## config.mk

```make
export PLATFORM = sky130hd
export DESIGN_NAME = bubble_sorter
export DESIGN_NICKNAME = d
export VERILOG_FILES = /design/src/hdl/bs_pkg.sv /design/src/hdl/bs_cmp_swap.sv /design/src/hdl/bubble_sorter.sv
export SDC_FILE = /design/constraint.sdc
export NUM_CORES = 1
export LEC_CHECK = 0
export ABC_CLOCK_PERIOD_IN_PS = 7200
export BUFFER_PORTS_ARGS = -buffer_cell sky130_fd_sc_hd__buf_4
export CAP_MARGIN = 0
export CORE_MARGIN = 2
export CORE_UTILIZATION = 35
export CTS_CLUSTER_DIAMETER = 100
export DETAILED_ROUTE_END_ITERATION = 16
export PLACE_DENSITY_LB_ADDON = 0.15
export SLEW_MARGIN = 10
export SYNTH_ARGS = -nofsm -noshare
export SYNTH_HDL_FRONTEND = slang
export SYNTH_SLANG_ARGS = --single-unit
export TNS_END_PERCENT = 30
```

## constraint.sdc

```tcl
create_clock -name clk_i -period 7.2 [get_ports clk_i]
set_input_delay 1.44 -clock clk_i [delete_from_list [all_inputs] [get_ports clk_i]]
set_output_delay 1.44 -clock clk_i [all_outputs]
set_load 0.02 [all_outputs]
```

## src/hdl/bs_pkg.sv

```systemverilog
// Shared types and constants for the bubble sorter.
`timescale 1ns / 1ps
package bs_pkg;

  localparam int unsigned DATA_W = 32;

  typedef logic signed [DATA_W-1:0] elem_t;

  // Outcome of one compare-exchange: lower value goes left, higher carries on.
  typedef struct packed {
    elem_t lo;
    elem_t hi;
  } cmp_res_t;

endpackage

```

## src/hdl/bs_cmp_swap.sv

```systemverilog
// Compare-exchange unit shared by every step of every sort pass.
`timescale 1ns / 1ps
module bs_cmp_swap (
  input  bs_pkg::elem_t    left_i,
  input  bs_pkg::elem_t    right_i,
  output bs_pkg::cmp_res_t res_o
);
  import bs_pkg::*;

  logic greater;

  // Exchange only on a strictly greater left value, so equal values keep order.
  assign greater  = left_i > right_i;
  assign res_o.lo = greater ? right_i : left_i;
  assign res_o.hi = greater ? left_i : right_i;

endmodule

```

## src/hdl/bubble_sorter.sv

```systemverilog
// Top level of the bubble sorter: element store, pass sequencer and output register.
//
// Usage: values arrive on the input channel (value_i, final_item_i) one item per
// cycle while in_ready_o is high. The first DEPTH values of a set are kept; later
// ones are dropped and mark the set as overflowed. The item with final_item_i set
// closes the set. The block then drops in_ready_o, sorts the kept values with a
// single compare-exchange unit and a one-read, one-write element memory, and sends
// them smallest first on the output channel, last_result_o set on the final one
// and overflow_o set on all of them if anything was dropped.
// Sorting: each bubble pass over elements 0..t has one memory read lead-in, t
// compare steps and one write-back of the carried maximum. Each result is then
// read from the memory and loaded into the output register; a stalled result
// holds in the output register until taken.
// Reset clears the element count, the overflow flag and all valid/state bits; the
// memory contents are not cleared and need not be. in_ready_o returns high in the
// cycle after the last result of a set is taken.
`timescale 1ns / 1ps
module bubble_sorter #(
  parameter int unsigned DEPTH = 8
) (
  input  logic          clk_i,
  input  logic          rst_ni,
  input  logic          in_valid_i,
  output logic          in_ready_o,
  input  bs_pkg::elem_t value_i,
  input  logic          final_item_i,
  output logic          out_valid_o,
  input  logic          out_ready_i,
  output bs_pkg::elem_t sorted_value_o,
  output logic          last_result_o,
  output logic          overflow_o
);
  import bs_pkg::*;

  localparam int unsigned AW = (DEPTH > 1) ? $clog2(DEPTH) : 1;
  localparam int unsigned CW = $clog2(DEPTH + 1);

  localparam logic [2:0] S_IDLE  = 3'd0;
  localparam logic [2:0] S_FIRST = 3'd1;
  localparam logic [2:0] S_CMP   = 3'd2;
  localparam logic [2:0] S_END   = 3'd3;
  localparam logic [2:0] S_EMRD  = 3'd4;
  localparam logic [2:0] S_LOAD  = 3'd5;
  localparam logic [2:0] S_HOLD  = 3'd6;

  logic [2:0]    state_q, state_d;
  logic [CW-1:0] cnt_q, cnt_d;
  logic          drop_q, drop_d;
  logic [AW-1:0] top_q, top_d;
  logic [AW-1:0] k_q, k_d;
  elem_t         carry_q, carry_d;
  logic          out_valid_q, out_valid_d;
  elem_t         out_val_q;
  logic          out_last_q, out_ovf_q;
  logic          out_load;

  // element memory: one write port, one registered read port
  elem_t         mem [DEPTH];
  elem_t         rdata_q;
  logic          we;
  logic [AW-1:0] waddr, raddr;
  elem_t         wdata;

  logic          in_acc, out_acc, full, emit_last;
  logic [CW-1:0] n_set;
  cmp_res_t      cmp_res;

  bs_cmp_swap u_cmp (
    .left_i  (carry_q),
    .right_i (rdata_q),
    .res_o   (cmp_res)
  );

  assign in_ready_o = (state_q == S_IDLE);
  assign in_acc     = in_valid_i && in_ready_o;
  assign out_acc    = out_valid_q && out_ready_i;
  assign full       = (cnt_q == CW'(DEPTH));
  assign n_set      = full ? cnt_q : cnt_q + CW'(1);
  assign emit_last  = ((CW'(k_q) + CW'(1)) == cnt_q);

  always_comb begin
    state_d     = state_q;
    cnt_d       = cnt_q;
    drop_d      = drop_q;
    top_d       = top_q;
    k_d         = k_q;
    carry_d     = carry_q;
    out_valid_d = out_valid_q;
    out_load    = 1'b0;
    we          = 1'b0;
    waddr       = k_q;
    wdata       = value_i;
    raddr       = '0;
    case (state_q)
      S_IDLE: begin
        if (in_acc) begin
          we     = !full;
          waddr  = cnt_q[AW-1:0];
          wdata  = value_i;
          drop_d = drop_q | full;
          if (!final_item_i) begin
            cnt_d = n_set;
          end else begin
            cnt_d = n_set;
            k_d   = '0;
            top_d = AW'(n_set - CW'(1));
            // the store write, if any, lands at n-1 >= 1 here, so reading entry 0 is safe
            if (n_set > CW'(1)) begin
              state_d = S_FIRST;
            end else begin
              state_d = S_EMRD;
            end
          end
        end
      end
      S_FIRST: begin
        carry_d = rdata_q;
        raddr   = AW'(1);
        k_d     = AW'(1);
        state_d = S_CMP;
      end
      S_CMP: begin
        we      = 1'b1;
        waddr   = k_q - AW'(1);
        wdata   = cmp_res.lo;
        carry_d = cmp_res.hi;
        if (k_q == top_q) begin
          state_d = S_END;
        end else begin
          raddr = k_q + AW'(1);
          k_d   = k_q + AW'(1);
        end
      end
      S_END: begin
        // pass maximum settles at the top of this pass
        we    = 1'b1;
        waddr = top_q;
        wdata = carry_q;
        k_d   = '0;
        if (top_q == AW'(1)) begin
          state_d = S_EMRD;
        end else begin
          top_d   = top_q - AW'(1);
          state_d = S_FIRST;
        end
      end
      S_EMRD: begin
        raddr   = k_q;
        state_d = S_LOAD;
      end
      S_LOAD: begin
        out_load    = 1'b1;
        out_valid_d = 1'b1;
        state_d     = S_HOLD;
      end
      S_HOLD: begin
        if (out_acc) begin
          out_valid_d = 1'b0;
          if (emit_last) begin
            cnt_d   = '0;
            drop_d  = 1'b0;
            state_d = S_IDLE;
          end else begin
            raddr   = k_q + AW'(1);
            k_d     = k_q + AW'(1);
            state_d = S_LOAD;
          end
        end
      end
      default: begin
        state_d = S_IDLE;
      end
    endcase
  end

  always_ff @(posedge clk_i or negedge rst_ni) begin
    if (!rst_ni) begin
      state_q     <= S_IDLE;
      cnt_q       <= '0;
      drop_q      <= 1'b0;
      top_q       <= '0;
      k_q         <= '0;
      out_valid_q <= 1'b0;
    end else begin
      state_q     <= state_d;
      cnt_q       <= cnt_d;
      drop_q      <= drop_d;
      top_q       <= top_d;
      k_q         <= k_d;
      out_valid_q <= out_valid_d;
    end
  end

  always_ff @(posedge clk_i) begin
    carry_q <= carry_d;
    if (out_load) begin
      out_val_q  <= rdata_q;
      out_last_q <= emit_last;
      out_ovf_q  <= drop_q;
    end
  end

  always_ff @(posedge clk_i) begin
    if (we) begin
      mem[waddr] <= wdata;
    end
    rdata_q <= mem[raddr];
  end

  assign out_valid_o    = out_valid_q;
  assign sorted_value_o = out_val_q;
  assign last_result_o  = out_last_q;
  assign overflow_o     = out_ovf_q;

endmodule

```

# == After elaboration in Yosys (flattened, before gate mapping) ==
# Memories as Yosys holds them, arrays and structs flattened. A register that Yosys moved wholly into a read port is not among the register bits.
# Index checks and enable logic that the tools add are counted.
# totals
ram_bits,256
out_inout_bits,36
memories,1
latchBits,0
mem_bits_ro,0
word_cells,99
register_bits,81
in_bits,37
# mem_list
name,words,word_bits,read_ports,rd_clocked_by_memory_dff,wr,line,text
mem,8,32,1,1,1,bubble_sorter.sv:58,elem_t mem [DEPTH];
# op_classes
multipliers,0
order_cmp,2
n_reduce_logical,16
shift,0
bitwise,1
muxes,44
n_div,0
add_sub_neg,6
n_eq_ne,19
# op_table
operator,n
32-bit case mux with 2 select lines,2
32-bit 2-to-1 mux,2
3-bit 2-to-1 mux,19
32-bit > comparator,1
3-bit case mux with 7 select lines,1
4-bit 2-to-1 mux,4
3-bit case mux with 5 select lines,1
2-bit inequality test (second input constant),7
3-bit case mux with 4 select lines,1
4-bit AND reduction,3
3-bit equality test (second input constant),3
3-bit case mux with 3 select lines,1
3-bit by 1-bit subtractor with 3-bit output (second input constant),3
1-bit 2-to-1 mux,8
4-bit case mux with 2 select lines,1
2-bit nonzero test,4
3-bit by 1-bit equality test with 1-bit output (second input constant),2
3-bit by 2-bit equality test with 1-bit output (second input constant),2
1-bit case mux with 2 select lines,3
3-bit case mux with 2 select lines,1
6-bit AND reduction,1
5-bit nonzero test,1
3-bit by 1-bit adder with 4-bit output (second input constant),1
4-bit by 1-bit adder with 4-bit output (second input constant),1
other kinds (12),15

# == Logic depth before layout (Yosys ltp) ==
# logic_depth
depth_word,7
ltp_mapped,13
mapped_depth_nobuf,11

# == Cells and area by module ==
# A second synthesis with hierarchy kept.
# unflattened
hier_cells,1108
hier_area_um2,17120.2
# by_module_without_submodules
mod,cells_each,n_inst,seq_area_each_um2,area_each_um2
bubble_sorter,926,1,10685.2,15270.9
bs_cmp_swap,182,1,0.0,1849.3

# == Worst setup path after synthesis ==
# OpenSTA, ideal clock, no wires.
# synth_timing
path_kind,input port to flip-flop
startpoint,in in_valid_i
endpoint,"mem mem[0][0] (netlist name), enable pin"
setup_ps,421
t_arrival_ps,3758
required_time_ps,6779
path_slack_ps,3021
cell_stages,7
n_path_buf,0
cell_sequence,nor2b_1 -> mux2i_1 -> nor2_1 -> a21oi_1 -> o21ai_0 -> or2_2 -> nor2_1
# synth_via
elab_chain_len,5
word_cells_on_any_way,7
classes_between,mux: 6; reduce/logical: 1
# synth_rtl
item,line,text
from (decl),bubble_sorter.sv:23,"input logic in_valid_i,"
1-bit logical AND (*),bubble_sorter.sv:75,assign in_acc = in_valid_i && in_ready_o;
1-bit 2-to-1 mux,bubble_sorter.sv:96,if (in_acc) begin
1-bit case mux with 2 select lines,bubble_sorter.sv:94,case (state_q)
1-bit 2-to-1 mux,bubble_sorter.sv:204,if (we) begin
1-bit 2-to-1 mux (implied by the code),bubble_sorter.sv:205,mem[waddr] <= wdata;
to (decl),bubble_sorter.sv:58,
# Every way passes the cells marked *; elsewhere a longest branch is shown, timed or not.

# == Worst setup path in the final report ==
# layout_timing
startpoint,reg carry_q[23]
endpoint,mem mem[0][9] (netlist name) (data pin)
# layout_via
elab_chain_len,3
# layout_rtl
item,line,text
from (decl),bubble_sorter.sv:51,"elem_t carry_q, carry_d;"
from (signal assigned),bubble_sorter.sv:195,carry_q <= carry_d;
32-bit > comparator,bs_cmp_swap.sv:13,assign greater = left_i > right_i;
32-bit 2-to-1 mux,bs_cmp_swap.sv:14,assign res_o.lo = greater ? right_i : left_i;
32-bit case mux with 2 select lines,bubble_sorter.sv:94,
named net wdata[9],bubble_sorter.sv:62,elem_t wdata;
# The timed path passes the listed nets, and every way through them passes these cells.

==> results.ini <==
[placement]
detailed_place.area_um2 = 17000
dp.cells = 1739
dp_hpwl_mm = 24.0
dpl_worst_slack_ns = 2.60
io_buffers = 72
globalplace.congestion = 0.797

[timing]
worst_pin_slew_ns = 1.21
hold_ws_ns = 0.456
fin_ws_ns = 2.77
final_max_slew_viol_count = 0
setup_violations = 0
hold_violations = 0
grt_setup_unrepaired = false
skew_ns = 0.0241
finalCriticalPeriod_ns = 4.43
setup-tns-final_ns = 0
relSlewSlack = 0.185
fin_crit_sh = 0.615
max_freq_ghz = 0.226

[cells_and_area]
layout_common_cells = edfxtp_1, and3_1, buf_4
stdcell_area_um2 = 18300
final_common_cell = edfxtp_1
nFillCells = 4090
multi_input_area_um2 = 4670
antennaDiodeCount = 0
syn_to_final_growth_pct = 15.8
drive_above_1_share = 0.154
seqCellArea_um2 = 10700
instances_no_fill = 1815
post-route-util = 0.411
finalNetCount = 1267

[power]
p_leak_nw = 6.46
swShare = 0.394
peakVddDrop_mv = 0.389
seq_power_share = 0.386
p_int_mw = 5.98
power_mw = 9.86
p_per_area_nw_per_um2 = 540
p_switching_mw = 3.89
power.share.clock = 0.207
power_frac_comb = 0.407

[route]
vias = 9852
dr.pass1.iters = 5
drc = 0
viasPerCell = 5.43
wl_met3_mm = 1.72
top_layer_used = met4
wl_met2_mm = 20.3
wl_mm = 42.5
wl_per_cell_um = 23.4
ant_nets = 0
first_iter_violations = 826
wirelength_met1_mm = 19.6

[worst_setup_path]
r2r-end = mem[0][9]
critPathSlowestCell = or4_2
crit_required_ns = 7.46
crit_arrival_ns = 4.69
reg2reg_setup_slack_ns = 2.77
r2r_start = carry_q[23]
r2r_cells = 9
cp_slowest_stage_delay_ns = 1.17
crit_path_end_kind = flip-flop
worstSetupStartpointType = flip-flop
crit_chain = ha_1 -> a21oi_1 -> o21ai_0 -> a221oi_1 -> o211ai_1 -> or4_2 -> buf_4 -> a21o_1 -> a31oi_1
path_max_fanout = 47
critPathKind = reg2reg

[cts]
cts_buffer_depth = 3
cts_setup_buffers = 0
cts_tree = built
numCtsBuffers = 41
cts.sinks = 369
h-tree-depth = 2
postCtsHoldBufs = 0
cts.clk_slew.worst_paths_ns = 0.06
cts_resized = 0
clk_latency_ns = 0.57
cts-root-buf = clkbuf_16

[floorplanning]
core_um2 = 44400
die_area_um2 = 46800
die_h_um = 216
start_util = 0.355
pin_count = 73
rows = 77
die_x_um = 216

[hold_path]
holdPathStages = 0
worstHoldPathType = reg2reg
hold_end = carry_q[14]
hp-start = rdata_q[14]

[yosys]
synthDistinctLibCells = 55
syn_inst = 1131
synthArstFlopShare = 0.0407
avgSynthCellArea_um2 = 14.0
yosysTopAreaCell = edfxtp_1
synthFlopType = edfxtp_1
synth_edf_count = 322
netlist_area_um2 = 15800
yosysTopAreaCellShare = 0.613
synth_nets = 1208
yosysSeqAreaShare = 0.677
yosysWarnings = 0
synth_seq_cells = 369
ys_top_cells_by_area = edfxtp_1, dfxtp_1, and3_1, ha_1, a211oi_1

[global_routing]
grt_pass1_wl_mm = 64.2
grt_pass1_vias = 10000
track_usage = 0.182
grt_max_degree = 97
antenna_found_initial = 0
overflow = 0

[run_status]
status = finished, final reports clean

[flow_run]
drv_cap = 0

==> how the worst max path moves through the flow <==
stage	start	endpoint	slack (ns)
after floorplan	in_valid_i	mem[0][0]	3.02
final	carry_q[23]	mem[0][9]	2.77
after global placement	out_ready_i	rdata_q[18]	2.55
after CTS	carry_q[7]	mem[5][5]	2.85
after detailed placement	out_ready_i	rdata_q[18]	2.60
after global routing	carry_q[23]	mem[2][5]	2.60
==> logic make-up (layout without fill, tap and decap cells) <==
logic type	Yosys count	count (layout)	synth area share
flops	369	369	0.677
compound gates	277	277	0.137
simple gates	274	274	0.0895
buf+inv	125	217	0.0353
fa+ha+maj	40	40	0.0317
mux	34	34	0.0216
xor+xnor	12	12	0.00753
==> sequential cells by signal, indices dropped and copies added (netlist names) <==
signal and flops:
rdata_q 32, state_q 3, cnt_q 4, mem 256, out_valid_o 1, k_q 3, drop_q 1, last_result_o 1
carry_q 32, overflow_o 1, top_q 3, sorted_value_o 32
==> area by class of cell <==
type	count	share of cell area
repair buffers	94	0.0386
flip-flops and latches	369	0.585
multi-input cells	637	0.256
well taps	592	0.0405
clock inverters	15	0.00787
inverters	47	0.00965
clock buffers	61	0.0631
==> Yosys cell counts, types with 2 or more instances <==
library cell / instances
edfxtp_1: 322
and3_1: 98
a211oi_1: 65
nor2_1: 63
clkbuf_1: 47
inv_1: 47
ha_1: 40
nand2_1: 38
nand3_1: 38
a21o_1: 35
a31oi_1: 34
mux2i_1: 34
dfxtp_1: 32
a2111oi_0: 28
a21oi_1: 24
a2111oi_1: 22
o21ai_0: 19
a2111oi_2: 16
buf_2: 15
dfrtp_1: 15
nand4_1: 11
buf_6: 7
xor2_1: 7
nor2b_1: 6
nor3_1: 6
o211ai_1: 6
o21ai_1: 6
clkbuf_2: 4
nand2b_1: 4
xnor2_1: 4
buf_4: 3
nor4_1: 3
o21bai_1: 3
a221oi_1: 2
a22oi_1: 2
and2_1: 2
buf_1: 2
o21a_1: 2
o22ai_1: 2
or2_2: 2
==> power by group through the flow <==
| stage | combinational [mW] | sequential (mW) | clock [mW] |
|---|---|---|---|
| after floorplan | 2.79 | 3.73 | 0 |
| after CTS | 4.06 | 3.81 | 2.09 |
| after detailed placement | 4.04 | 3.85 | 0 |
| after global placement | 4.03 | 3.84 | 0 |
| final | 4.02 | 3.81 | 2.04 |
| after global routing | 4.44 | 3.88 | 2.17 |
==> routing by layer <==
layer | vias to the layer above | global-route usage
li1 | 4573 | -
met1 | 5006 | 0.249
met2 | 209 | 0.300
met3 | 64 | 0.0317
met4 | 0 | 0.0489
met5 | - | 0
==> critical path, delay by kind of cell, from the launching register on <==
kind | cells | cell delay (ns)
adders and majority gates | 1 | 0.35
buffers and inverters | 1 | 0.40
DFF | 1 | 0.39
and+or+nand+nor | 1 | 1.17
AOI/OAI and AO/OA | 6 | 1.79
Note: power is estimated with default switching activity, not from simulation.
